===== src/rtl/bbp_pkg.sv =====
// shared types and constants for the bicubic bezier patch evaluator
// no dependencies; imported by every module of the block
package bbp_pkg;

    localparam int NUM_LANES = 3;
    localparam int COORD_W   = 32;
    localparam int STEP_W    = 7;
    localparam int SLOT_W    = 4;
    localparam int NUM_SLOTS = 16;
    // weights and r^3 never exceed 64^3
    localparam int WGT_W     = 19;
    // squares of 7-bit values
    localparam int SQ_W      = 13;
    // accumulator of four weighted terms
    localparam int ACC_W     = 52;
    // unsigned quotient bits produced by the divider
    localparam int QUO_W     = 34;
    // stored row sums, signed
    localparam int Q_W       = 34;

    localparam logic [STEP_W-1:0] RES_MAX   = 7'd64;
    localparam logic [STEP_W-1:0] RES_MIN   = 7'd1;
    localparam logic [STEP_W-1:0] RES_RESET = 7'd8;

    // action codes carried in tuser
    localparam logic ACT_LOAD = 1'b0;
    localparam logic ACT_EVAL = 1'b1;

    typedef logic [WGT_W-1:0] wgt_t;
    typedef wgt_t [3:0] wvec_t;

    // control from the top level to each coordinate lane
    typedef struct packed {
        logic              wr_en;
        logic [SLOT_W-1:0] wr_slot;
        logic              start;
    } lane_ctl_t;

endpackage


===== src/rtl/bbp_weights.sv =====
// bernstein weight unit: clamps resolution and steps, forms the integer
// weights for u and v and the denominator r^3 over two registered stages
// depends on bbp_pkg
module bbp_weights (
    input  logic                       clk,
    input  logic                       rst_n,
    input  logic                       start,
    input  logic [bbp_pkg::STEP_W-1:0] res_cfg,
    input  logic [bbp_pkg::STEP_W-1:0] step_u,
    input  logic [bbp_pkg::STEP_W-1:0] step_v,
    output logic                       done,
    output bbp_pkg::wvec_t             wu,
    output bbp_pkg::wvec_t             wv,
    output bbp_pkg::wgt_t              den
);
    import bbp_pkg::*;

    logic [STEP_W-1:0] r_eff;
    logic [STEP_W-1:0] i_c;
    logic [STEP_W-1:0] j_c;

    logic              v1_reg;
    logic              v2_reg;
    logic [STEP_W-1:0] ti_reg;
    logic [STEP_W-1:0] tj_reg;
    logic [STEP_W-1:0] su_reg;
    logic [STEP_W-1:0] sv_reg;
    logic [STEP_W-1:0] r_reg;
    logic [SQ_W-1:0]   i2_reg;
    logic [SQ_W-1:0]   j2_reg;
    logic [SQ_W-1:0]   s2u_reg;
    logic [SQ_W-1:0]   s2v_reg;
    logic [SQ_W-1:0]   r2_reg;
    wvec_t             wu_reg;
    wvec_t             wv_reg;
    wgt_t              den_reg;

    // square times a 7-bit value, optionally times three
    function automatic wgt_t wmul(input logic [SQ_W-1:0] a, input logic [STEP_W-1:0] b,
                                  input logic x3);
        logic [SQ_W+STEP_W+1:0] p;
        begin
            p = (SQ_W+STEP_W+2)'(a) * (SQ_W+STEP_W+2)'(b);
            if (x3)
            begin
                p = p + (p << 1);
            end
            return p[WGT_W-1:0];
        end
    endfunction

    // clamp resolution and steps
    always_comb
    begin
        if (res_cfg == '0)
        begin
            r_eff = RES_MIN;
        end
        else if (res_cfg > RES_MAX)
        begin
            r_eff = RES_MAX;
        end
        else
        begin
            r_eff = res_cfg;
        end
        i_c = (step_u > r_eff) ? r_eff : step_u;
        j_c = (step_v > r_eff) ? r_eff : step_v;
    end

    // valid pipeline
    always_ff @(posedge clk or negedge rst_n)
    begin
        if (!rst_n)
        begin
            v1_reg <= 1'b0;
            v2_reg <= 1'b0;
        end
        else
        begin
            v1_reg <= start;
            v2_reg <= v1_reg;
        end
    end

    // stage one: squares
    always_ff @(posedge clk)
    begin
        if (start)
        begin
            ti_reg  <= i_c;
            tj_reg  <= j_c;
            su_reg  <= r_eff - i_c;
            sv_reg  <= r_eff - j_c;
            r_reg   <= r_eff;
            i2_reg  <= SQ_W'(i_c) * SQ_W'(i_c);
            j2_reg  <= SQ_W'(j_c) * SQ_W'(j_c);
            s2u_reg <= SQ_W'(r_eff - i_c) * SQ_W'(r_eff - i_c);
            s2v_reg <= SQ_W'(r_eff - j_c) * SQ_W'(r_eff - j_c);
            r2_reg  <= SQ_W'(r_eff) * SQ_W'(r_eff);
        end
    end

    // stage two: cubic weights and r^3
    always_ff @(posedge clk)
    begin
        if (v1_reg)
        begin
            wu_reg[0] <= wmul(s2u_reg, su_reg, 1'b0);
            wu_reg[1] <= wmul(s2u_reg, ti_reg, 1'b1);
            wu_reg[2] <= wmul(i2_reg, su_reg, 1'b1);
            wu_reg[3] <= wmul(i2_reg, ti_reg, 1'b0);
            wv_reg[0] <= wmul(s2v_reg, sv_reg, 1'b0);
            wv_reg[1] <= wmul(s2v_reg, tj_reg, 1'b1);
            wv_reg[2] <= wmul(j2_reg, sv_reg, 1'b1);
            wv_reg[3] <= wmul(j2_reg, tj_reg, 1'b0);
            den_reg   <= wmul(r2_reg, r_reg, 1'b0);
        end
    end

    assign done = v2_reg;
    assign wu   = wu_reg;
    assign wv   = wv_reg;
    assign den  = den_reg;

endmodule


===== config.mk =====
export PLATFORM = sky130hd
export DESIGN_NAME = bbp_weights
export DESIGN_NICKNAME = d
export VERILOG_FILES = /design/src/rtl/bbp_pkg.sv /design/src/rtl/bbp_weights.sv
export SDC_FILE = /design/constraint.sdc
export NUM_CORES = 2
export LEC_CHECK = 0
export BUFFER_PORTS_ARGS = -buffer_cell sky130_fd_sc_hd__buf_4
export CAP_MARGIN = 20
export CORE_ASPECT_RATIO = 1.5
export CORE_MARGIN = 4
export CORE_UTILIZATION = 55
export CTS_CLUSTER_DIAMETER = 40
export DETAILED_ROUTE_END_ITERATION = 16
export PLACE_DENSITY = 0.73
export SLEW_MARGIN = 0
export SYNTH_ARGS = -nofsm -noshare
export SYNTH_HDL_FRONTEND = slang
export SYNTH_SLANG_ARGS = --single-unit

===== constraint.sdc =====
create_clock -name clk -period 16.1 [get_ports clk]
set_input_delay 2.415 -clock clk [delete_from_list [all_inputs] [get_ports clk]]
set_output_delay 2.415 -clock clk [all_outputs]
set_load 0.005 [all_outputs]

==> reports/results.ini <==
[run_status]
status = complete, no violations

[logic_synthesis]
yosys_warnings = 0
synth_top_cell_by_area = fa_1
synthCells = 4220
synthesis.area_sq_um = 40330
synth_most_common_cell = inv_1
synth-main-ff-cell = edfxtp_1
synth_edf_count = 259
ys_seq_area_share_pct = 19.41
synth_seq_cells = 261
synth_area_leaders = fa_1 28%, edfxtp_1 19%, ha_1 16%
synth.distinct_cells = 80
synth.avg_cell_area_sq_um = 9.557
synth_top_area_share_pct = 27.70
synth_common_cells = 681 x inv_1, 638 x nand2_1, 558 x fa_1
synthArstFlopShare_pct = 0.7663

[cells_and_area]
syn_to_final_growth_pct = 9.449
final_layout_size_suffix_gt1_share_pct = 7.596
multi_input_area_sq_um = 29570
seq_area_sq_um = 7831
nNetsFinal = 5472
fill_cells = 6163
fin_util_pct = 60.75

[grt]
grt_pass1_vias = 31150
overflow = 0
grt_use_total_pct = 22.90
grt_max_degree = 68
antenna_found_initial = 4
grt_pass1_wl_um = 147600

[hold_path]
worstHoldPathCells = 1
worst_hold_path_type = reg -> reg

[clock_network]
clockRootBuffer = clkbuf_16
cts.clk_slew.worst_paths_ps = 60
htreeDepth = 2
cts_buffers = 41
cts_hold_buf = 0
clock_latency_ps = 590
cts_resized = 0
cts_sinks = 261
cts_setup_buffers = 0
clockBufferDepth = 3
cts_tree = built

[route]
met3_length_um = 3492
drt_iter0_drc = 1355
wl_per_cell_um = 16.31
drt_wl_total_um = 87010
vias = 29230
drc = 0
viasPerCell = 5.477
wl_met1_um = 32540
postRouteAntennaNets = 0
drtPass1Iterations = 7
met2WireLength_um = 47480
top_layer = met5

[sta]
slew_headroom_pct = 24.01
clock.fmax_mhz = 97.19
slew_viol_final = 0
rsz0062_at_grt = false
setup-violations-final = 0
min_period_over_period_pct = 63.91
tns_ps = 0
min_period_ps = 10290
worst_pin_slew_ps = 1140
hold_viol = 0
fin_skew_ps = 27.66

[setup_path]
criticalPathCategory = in -> reg
crit_arrival_ps = 10610
end_kind = flip-flop
critical_path.max_stage_delay_ps = 530
crit_top_cell = inv_1
worstPathMaxFanout = 9
slowest_stage = fa_1
worstPathRequired_ps = 16420
rr_worst_depth = 21
rrSetupSlack_ps = 9190
start_kind = input pin

[job]
maxCapViolations = 0

[placed_design]
portBuffers = 195
place_congestion = 0.8709
place.detailed.hpwl_um = 69090

[die]
start_util_pct = 55.50
pin_count = 196
die_width_um = 229.1
core_sq_um = 72670
fp-row-count = 121
die_y_um = 339.7
dieArea_sq_um = 77820

cell families (layout without fill, tap and decap cells):
group,count (synthesis),after routing,synth area share [%]
simple gates,1307,1307,15.02
compound gates,458,458,7.495
mux,14,14,0.3847
xor+xnor,296,296,6.496
fa+ha+maj,1071,1071,43.61
flops,261,261,19.41
buf+inv,811,970,7.566
other cells,2,37,0.01862
critical path: cells and delay by family:
family,cells,cell delay [ps]
AOI/OAI and AO/OA,10,1780
and+or+nand+nor,8,1430
adders and majority gates,8,3080
xor gates and xnor gates,4,700
buffers and inverters,9,990
muxes,1,180
metrics by stage:
step / hold WS (ps) / setup WS [ps] / area (sq um) / cells
4_1_cts: 841.9 / 5907 / 44120 / 5331
5_1_grt: 878.3 / 5212 / 44140 / 5333
6_report: 845.7 / 5811 / 44140 / 5336
3_3_place_gp: 828.2 / 5449 / 42690 / 5255
3_5_place_dp: 819.6 / 5307 / 42690 / 5255
2_1_floorplan: 526.9 / 6125 / 40450 / 4251
area by class of cell:
type	count	share of cell area (%)
multi-input combinational	3179	66.99
antenna	4	0.02268
clock inverter	33	0.7880
sequential	261	17.74
tap	922	2.613
inverter	683	5.808
timing repair buffer	211	3.605
clock buffer	43	2.438
worst paths after layout:
check / start / endpoint
setup / recovery: res_cfg[4] / s2v_reg[12]$_DFFE_PP_
hold / removal: ti_reg[0]$_DFFE_PP_ / wu[57]$_DFFE_PP_
setup reg to reg: ti_reg[2]$_DFFE_PP_ / wu[37]$_DFFE_PP_
hold reg to reg: ti_reg[0]$_DFFE_PP_ / wu[57]$_DFFE_PP_
max in group asynchronous: rst_n / v1_reg$_DFF_PN0_
min in group asynchronous: rst_n / v1_reg$_DFF_PN0_
cells in the final DEF (no fill, tap or decap), drive strengths merged, types with 17 or more instances in the layout:
| master | instances |
|---|---|
| inv | 697 |
| nand2 | 638 |
| fa | 558 |
| ha | 513 |
| and2 | 270 |
| edfxtp | 259 |
| xnor2 | 231 |
| buf | 211 |
| nor2 | 174 |
| a21oi | 161 |
| o21ai | 78 |
| xor2 | 63 |
| nand3 | 49 |
| nor3 | 49 |
| clkbuf | 43 |
| o21bai | 42 |
| a21o | 41 |
| conb | 33 |
| nor2b | 30 |
| and3 | 25 |
| nand2b | 24 |
| o21a | 17 |
layer usage:
| metal | vias to the layer above | track usage (%) |
|---|---|---|
| met5 | - | 0 |
| met4 | 4 | 8.919 |
| met3 | 184 | 2.745 |
| met2 | 633 | 44.06 |
| met1 | 14570 | 25.49 |
| li1 | 13830 | - |
Power is left out: the tool's default activity adds up to more than one toggle a clock period on the data nets, which glitch-free logic cannot reach.
