File: src/rtl/bbp_pkg.sv
// shared types and constants for the bicubic bezier patch evaluator
// no dependencies; imported by every module of the block
package bbp_pkg;

    localparam int NUM_LANES = 3;
    localparam int COORD_W   = 32;
    localparam int STEP_W    = 7;
    localparam int SLOT_W    = 4;
    localparam int NUM_SLOTS = 16;
    // weights and r^3 never exceed 64^3
    localparam int WGT_W     = 19;
    // squares of 7-bit values
    localparam int SQ_W      = 13;
    // accumulator of four weighted terms
    localparam int ACC_W     = 52;
    // unsigned quotient bits produced by the divider
    localparam int QUO_W     = 34;
    // stored row sums, signed
    localparam int Q_W       = 34;

    localparam logic [STEP_W-1:0] RES_MAX   = 7'd64;
    localparam logic [STEP_W-1:0] RES_MIN   = 7'd1;
    localparam logic [STEP_W-1:0] RES_RESET = 7'd8;

    // action codes carried in tuser
    localparam logic ACT_LOAD = 1'b0;
    localparam logic ACT_EVAL = 1'b1;

    typedef logic [WGT_W-1:0] wgt_t;
    typedef wgt_t [3:0] wvec_t;

    // control from the top level to each coordinate lane
    typedef struct packed {
        logic              wr_en;
        logic [SLOT_W-1:0] wr_slot;
        logic              start;
    } lane_ctl_t;

endpackage

File: src/rtl/bbp_rdiv.sv
// sequential rounding divider: floor(num/den + 1/2) for den > 0,
// one quotient bit per cycle, restoring form
// depends on bbp_pkg
module bbp_rdiv (
    input  logic                             clk,
    input  logic                             rst_n,
    input  logic                             start,
    input  logic signed [bbp_pkg::ACC_W-1:0] num,
    input  bbp_pkg::wgt_t                    den,
    output logic                             done,
    output logic signed [bbp_pkg::QUO_W:0]   quot
);
    import bbp_pkg::*;

    localparam int MW    = ACC_W + 1;
    localparam int CNT_W = $clog2(QUO_W);

    logic [MW-1:0]          m_val;
    logic [MW-1:0]          d_ext;
    logic                   neg_now;
    logic [MW-1:0]          mag;
    logic                   ge;
    logic [QUO_W-1:0]       q_next;

    logic                   busy_reg;
    logic                   done_reg;
    logic                   neg_reg;
    logic [CNT_W-1:0]       cnt_reg;
    logic [MW-1:0]          rem_reg;
    logic [MW-1:0]          ds_reg;
    logic [QUO_W-1:0]       q_reg;
    logic signed [QUO_W:0]  quot_reg;

    // bias by half the divisor, fold negatives onto a ceiling division
    always_comb
    begin
        d_ext   = MW'(den);
        m_val   = {num[ACC_W-1], num} + MW'(den >> 1);
        neg_now = m_val[MW-1];
        mag     = neg_now ? (~m_val + d_ext) : m_val;
        ge      = (rem_reg >= ds_reg);
        q_next  = {q_reg[QUO_W-2:0], ge};
    end

    // control
    always_ff @(posedge clk or negedge rst_n)
    begin
        if (!rst_n)
        begin
            busy_reg <= 1'b0;
            done_reg <= 1'b0;
            cnt_reg  <= '0;
        end
        else
        begin
            done_reg <= 1'b0;
            if (start)
            begin
                busy_reg <= 1'b1;
                cnt_reg  <= CNT_W'(QUO_W - 1);
            end
            else if (busy_reg)
            begin
                cnt_reg <= cnt_reg - 1'b1;
                if (cnt_reg == '0)
                begin
                    busy_reg <= 1'b0;
                    done_reg <= 1'b1;
                end
            end
        end
    end

    // datapath
    always_ff @(posedge clk)
    begin
        if (start)
        begin
            neg_reg <= neg_now;
            rem_reg <= mag;
            ds_reg  <= d_ext << (QUO_W - 1);
            q_reg   <= '0;
        end
        else if (busy_reg)
        begin
            if (ge)
            begin
                rem_reg <= rem_reg - ds_reg;
            end
            ds_reg <= ds_reg >> 1;
            q_reg  <= q_next;
            if (cnt_reg == '0)
            begin
                quot_reg <= neg_reg ? -$signed({1'b0, q_next}) : $signed({1'b0, q_next});
            end
        end
    end

    assign done = done_reg;
    assign quot = quot_reg;

endmodule

File: src/rtl/bbp_lane.sv
// one coordinate lane: holds the 16 control point values of its coordinate,
// accumulates row sums and the column sum through one multiplier and one divider
// depends on bbp_pkg, bbp_rdiv
module bbp_lane (
    input  logic                              clk,
    input  logic                              rst_n,
    input  bbp_pkg::lane_ctl_t                ctl,
    input  logic [bbp_pkg::COORD_W-1:0]       wr_data,
    input  bbp_pkg::wvec_t                    wu,
    input  bbp_pkg::wvec_t                    wv,
    input  bbp_pkg::wgt_t                     den,
    output logic                              done,
    output logic signed [bbp_pkg::COORD_W-1:0] result
);
    import bbp_pkg::*;

    localparam logic [2:0] ST_IDLE  = 3'd0;
    localparam logic [2:0] ST_MAC1  = 3'd1;
    localparam logic [2:0] ST_DIV1  = 3'd2;
    localparam logic [2:0] ST_WAIT1 = 3'd3;
    localparam logic [2:0] ST_MAC2  = 3'd4;
    localparam logic [2:0] ST_DIV2  = 3'd5;
    localparam logic [2:0] ST_WAIT2 = 3'd6;

    localparam logic signed [QUO_W:0] SAT_HI = (QUO_W+1)'(64'sh7FFF_FFFF);
    localparam logic signed [QUO_W:0] SAT_LO = -(QUO_W+1)'(64'sh8000_0000);

    logic [COORD_W-1:0]           pt_reg [NUM_SLOTS];
    logic [2:0]                   state_reg;
    logic [2:0]                   state_next;
    logic [1:0]                   row_reg;
    logic [1:0]                   k_reg;
    logic signed [ACC_W-1:0]      acc_reg;
    logic signed [Q_W-1:0]        q_reg [4];
    logic signed [COORD_W-1:0]    result_reg;
    logic                         done_reg;

    logic signed [WGT_W:0]        w_s;
    logic signed [Q_W-1:0]        x_s;
    logic signed [WGT_W+Q_W:0]    prod;
    logic signed [ACC_W-1:0]      acc_add;
    logic [COORD_W-1:0]           pt_sel;
    logic                         div_start;
    logic                         div_done;
    logic signed [QUO_W:0]        div_quot;

    // multiply-accumulate operand select
    always_comb
    begin
        pt_sel = pt_reg[{row_reg, k_reg}];
        if (state_reg == ST_MAC1)
        begin
            w_s = $signed({1'b0, wu[k_reg]});
            x_s = $signed({{(Q_W-COORD_W){pt_sel[COORD_W-1]}}, pt_sel});
        end
        else
        begin
            w_s = $signed({1'b0, wv[k_reg]});
            x_s = q_reg[k_reg];
        end
        prod    = w_s * x_s;
        acc_add = acc_reg + prod[ACC_W-1:0];
    end

    assign div_start = (state_reg == ST_DIV1) || (state_reg == ST_DIV2);

    bbp_rdiv u_rdiv (
        .clk   (clk),
        .rst_n (rst_n),
        .start (div_start),
        .num   (acc_reg),
        .den   (den),
        .done  (div_done),
        .quot  (div_quot)
    );

    // sequencer next state
    always_comb
    begin
        state_next = state_reg;
        case (state_reg)
            ST_IDLE:
            begin
                if (ctl.start)
                begin
                    state_next = ST_MAC1;
                end
            end
            ST_MAC1:
            begin
                if (k_reg == 2'd3)
                begin
                    state_next = ST_DIV1;
                end
            end
            ST_DIV1:
            begin
                state_next = ST_WAIT1;
            end
            ST_WAIT1:
            begin
                if (div_done)
                begin
                    state_next = (row_reg == 2'd3) ? ST_MAC2 : ST_MAC1;
                end
            end
            ST_MAC2:
            begin
                if (k_reg == 2'd3)
                begin
                    state_next = ST_DIV2;
                end
            end
            ST_DIV2:
            begin
                state_next = ST_WAIT2;
            end
            ST_WAIT2:
            begin
                if (div_done)
                begin
                    state_next = ST_IDLE;
                end
            end
            default:
            begin
                state_next = ST_IDLE;
            end
        endcase
    end

    // control point store, cleared by reset
    always_ff @(posedge clk or negedge rst_n)
    begin
        if (!rst_n)
        begin
            for (int s = 0; s < NUM_SLOTS; s++)
            begin
                pt_reg[s] <= '0;
            end
        end
        else if (ctl.wr_en)
        begin
            pt_reg[ctl.wr_slot] <= wr_data;
        end
    end

    // sequencer registers
    always_ff @(posedge clk or negedge rst_n)
    begin
        if (!rst_n)
        begin
            state_reg <= ST_IDLE;
            done_reg  <= 1'b0;
            row_reg   <= '0;
            k_reg     <= '0;
        end
        else
        begin
            state_reg <= state_next;
            done_reg  <= (state_reg == ST_WAIT2) && div_done;
            case (state_reg)
                ST_IDLE:
                begin
                    row_reg <= '0;
                    k_reg   <= '0;
                end
                ST_MAC1, ST_MAC2:
                begin
                    k_reg <= k_reg + 1'b1;
                end
                ST_WAIT1:
                begin
                    if (div_done)
                    begin
                        row_reg <= row_reg + 1'b1;
                    end
                end
                default:
                begin
                    k_reg <= k_reg;
                end
            endcase
        end
    end

    // accumulator, row sums and result
    always_ff @(posedge clk)
    begin
        case (state_reg)
            ST_IDLE:
            begin
                acc_reg <= '0;
            end
            ST_MAC1, ST_MAC2:
            begin
                acc_reg <= acc_add;
            end
            ST_WAIT1:
            begin
                if (div_done)
                begin
                    q_reg[row_reg] <= div_quot[Q_W-1:0];
                    acc_reg        <= '0;
                end
            end
            ST_WAIT2:
            begin
                if (div_done)
                begin
                    if (div_quot > SAT_HI)
                    begin
                        result_reg <= SAT_HI[COORD_W-1:0];
                    end
                    else if (div_quot < SAT_LO)
                    begin
                        result_reg <= SAT_LO[COORD_W-1:0];
                    end
                    else
                    begin
                        result_reg <= div_quot[COORD_W-1:0];
                    end
                end
            end
            default:
            begin
                acc_reg <= acc_reg;
            end
        endcase
    end

    assign done   = done_reg;
    assign result = result_reg;

endmodule

File: config.mk
export PLATFORM = sky130hd
export DESIGN_NAME = bbp_lane
export DESIGN_NICKNAME = d
export VERILOG_FILES = /design/src/rtl/bbp_pkg.sv /design/src/rtl/bbp_rdiv.sv /design/src/rtl/bbp_lane.sv
export SDC_FILE = /design/constraint.sdc
export NUM_CORES = 2
export LEC_CHECK = 0
export BUFFER_PORTS_ARGS = -buffer_cell sky130_fd_sc_hd__buf_2
export CORE_AREA = 2 2 377 379
export CTS_BUF_LIST = sky130_fd_sc_hd__clkbuf_16
export DETAILED_ROUTE_END_ITERATION = 8
export DIE_AREA = 0 0 379 381
export GPL_TIMING_DRIVEN = 1
export PLACE_DENSITY = 0.69
export SLEW_MARGIN = 20
export SYNTH_ARGS = -nofsm -noshare
export SYNTH_HDL_FRONTEND = slang
export SYNTH_SLANG_ARGS = --single-unit
File: constraint.sdc
create_clock -name clk -period 9.8 [get_ports clk]
set_input_delay 0.98 -clock clk [delete_from_list [all_inputs] [get_ports clk]]
set_output_delay 0.98 -clock clk [all_outputs]
set_load 0.005 [all_outputs]
==> out/qor.csv <==
stage;metric;value;unit
synth;synth_edf_count;328;
grt;antenna_found_initial;6;
die;fp.dieW;379;µm
detailed_routing;first_pass_iters;5;
timing;rsz0062_at_grt;no;
timing;slew_violations;0;
clock_tree;hold_buffers;0;
grt;track_usage;27.09;%
cells_and_area;area_delta_synth_final;10.93;%
critical_path;worst-path-max-fanout;22;
grt;grt_pass1_wl;297.7;mm
critical_path;ff2ff_path_depth;27;
synth;synth_ff_type;dfrtp_1;
cells_and_area;drive_above_1_share;22.39;%
detailed_routing;drt-initial-drc-count;3862;
run_status;status;complete, no violations;
die;rows;138;
clock_tree;clock_sinks;922;
synth;synth-seq-area-share;34.92;%
synth;ys_ff_latch;922;
synth;yosys_warnings;0;
run;cap_viol_max_count;0;
cells_and_area;fill_cells;11934;
critical_path;r2r_end;acc_reg[43];
critical_path;critPathCaptureType;flip-flop;
timing;max_freq;108.0;MHz
synth;synth_cells;6104;
grt;grt_max_degree;195;
clock_tree;clk-insertion-delay-late;0.73;ns
die;die-area;144400;µm²
die;io_pins;244;
grt;overflow;0;
grt;grt_pass1_vias;49725;
clock_tree;clk_pin_slew_worst_paths;0.06;ns
place;io_buffers;243;
clock_tree;cts_tree;done;
detailed_routing;wl_per_cell;23.17;µm
timing;finalHoldViolCount;0;
timing;fin_crit;9.262;ns
clock_tree;clockBufferDepth;3;
detailed_routing;ant_nets;0;
critical_path;start_kind;flip-flop;
cells_and_area;nNetsFinal;7441;
place;hpwl;143.9;mm
detailed_routing;drcViolationCount;0;
timing;skew;0.01933;ns
detailed_routing;viasPerCell;5.736;
clock_tree;cts-root-buf;clkbuf_16;
detailed_routing;vias;47513;
synth;async_flop_share;57.27;%
clock_tree;h-tree-depth;3;
timing;fin_crit_sh;94.51;%
critical_path;cp.arrival;9.70;ns
critical_path;rrSetupSlack;0.54;ns
cells_and_area;largest_reg_flops;512;
timing;max_slew_margin;23.92;%
synth;syn_area;69820;µm²
critical_path;required;10.24;ns
critical_path;r2r-start;k_reg[0];
synth;ys_types;87;
timing;final.setup.tns;0;ns
synth;syn-num-nets;7232;
place;gp_congestion;0.9831;
critical_path;critPathKind;reg2reg;
clock_tree;cts_made_buffers;97;
synth;synth.avg_cell_area;11.44;µm²
timing;tightest_slew;1.134;ns
die;die_h;381;µm
die;core;140600;µm²
detailed_routing;wl;191.9;mm
timing;setup_violations;0;
min_path;hold_class;in2async;
die;initial_core_util;49.68;%
## cell usage after synthesis, drive strengths merged (11+ instances only)
cell,n,area (µm²)
a21o,117,878.3
dfxtp,66,1321
nand4,37,231.5
nor4,11,68.82
a21oi,171,859.6
inv,796,2988
mux4,230,5180
o21bai,13,97.59
ha,233,2915
nand2,409,1543
or2,26,165.2
and4,12,105.1
o21ai,126,630.6
nor3,39,226.5
mux2i,122,1221
dfrtp,528,13210
and3,27,168.9
nor2,655,2466
buf,80,334.1
o31ai,35,281.5
mux2,517,5822
or3,16,100.1
edfxtp,328,9849
o21a,16,120.1
nor2b,17,106.4
o211ai,14,110.1
fa,684,13690
xnor2,167,1463
a31oi,24,171.4
a211oi,33,252.7
and2,17,106.4
nand2b,55,344.1
xor2,73,639.4
clkbuf,247,927.1
nand3,65,335.3
## cell usage in the layout, fill, tap and decap left out, types with 16 or more instances in the layout
cell,n
nor3_1,33
a211oi_1,32
o21ai_0,114
inv_1,810
fa_1,684
nand2_1,406
mux4_2,230
ha_1,233
nand4_1,37
edfxtp_1,328
nand3_1,62
buf_2,242
nor2b_1,17
nand2b_1,52
dfxtp_1,66
xor2_1,73
dfrtp_1,524
clkbuf_16,100
mux2_2,517
or2_2,23
buf_4,174
nor2_1,642
and2_1,17
buf_12,19
mux2i_1,102
clkinv_1,16
a21oi_1,168
and3_1,26
a21o_1,117
or3_1,16
a31oi_1,22
xnor2_1,167
o31ai_1,33
## through the flow
step                      hold slack [ns]  instance area [µm²]  worst slack (ns)  std cells  util (%)
after floorplan                    0.4660                69820            0.3836       6104         -
after global placement             0.4822                74040            0.2577       8091     52.68
after detailed placement           0.4892                74040            0.2458       8091     52.68
after CTS                          0.2794                77310            0.2543       8268     55.01
after global routing               0.3518                77450           0.07180       8281     55.11
final                              0.2801                77460            0.5376       8284     55.11
## timing repair
action / 4_1_cts / 5_1_grt
setup endpoints to repair: 0 / 8
resized for setup: 0 / 2
setup buffers: 0 / 12
## metal layers
metal	part of all wire (%)	global-route usage (%)
met1	40	35.84
met2	49	44.60
met3	6.9	4.763
met4	4.1	10.21
met5	0.033	0
## how the worst max path moves through the flow
stage	slack, ns	startpoint	end
3_3_place_gp	0.26	k_reg[0]	acc_reg[48]
3_5_place_dp	0.25	k_reg[0]	acc_reg[48]
2_1_floorplan	0.38	k_reg[0]	acc_reg[47]
6_report	0.54	k_reg[0]	acc_reg[43]
5_1_grt	0.07	k_reg[0]	acc_reg[47]
4_1_cts	0.25	k_reg[0]	acc_reg[48]
## final cells by class
cell class	instances	area [µm²]	area share (%)
Inverter	796	2990	3.861
Sequential cell	922	24400	31.50
Multi-Input combinational cell	4059	41490	53.56
Tap cell	1890	2365	3.053
Antenna cell	3	7.507	0.009692
Clock inverter	77	768.2	0.9918
Timing Repair Buffer	437	2940	3.796
Clock buffer	100	2502	3.231
## logic make-up (layout without fill, tap and decap cells)
kind of cell / Yosys count / after routing / synth area share (%)
AND/OR/NAND/NOR: 1408 / 1408 / 8.809
buffers and inverters: 1123 / 1410 / 6.085
flip-flops: 922 / 922 / 34.92
adder cells (fa/ha/maj): 917 / 917 / 23.79
multiplexers: 869 / 869 / 17.51
AO/OA/AOI/OAI: 625 / 625 / 5.883
XOR/XNOR: 240 / 240 / 3.010
other: 0 / 3 / 0
## critical path, cell delays in order (launching register included)
cell and delay [ns]:
dfrtp_4 0.42, buf_4 0.17, buf_12 0.23, buf_12 0.20, mux4_2 0.54, mux2i_4 0.42, buf_4 0.36, nor2_1 0.11
fa_1 0.54, inv_1 0.05, fa_1 0.50, fa_1 0.53, inv_1 0.06, fa_1 0.55, fa_1 0.43, fa_1 0.51
fa_1 0.46, ha_1 0.41, a21o_1 0.20, a21o_1 0.21, a221o_1 0.30, o21ai_0 0.30, a211oi_1 0.19, o31ai_1 0.40
o21ai_1 0.20, a211oi_1 0.36, xor2_1 0.18, nor2_1 0.07
Power is left out: the tool's default activity adds up to more than one toggle a clock period on the data nets, which glitch-free logic cannot reach.
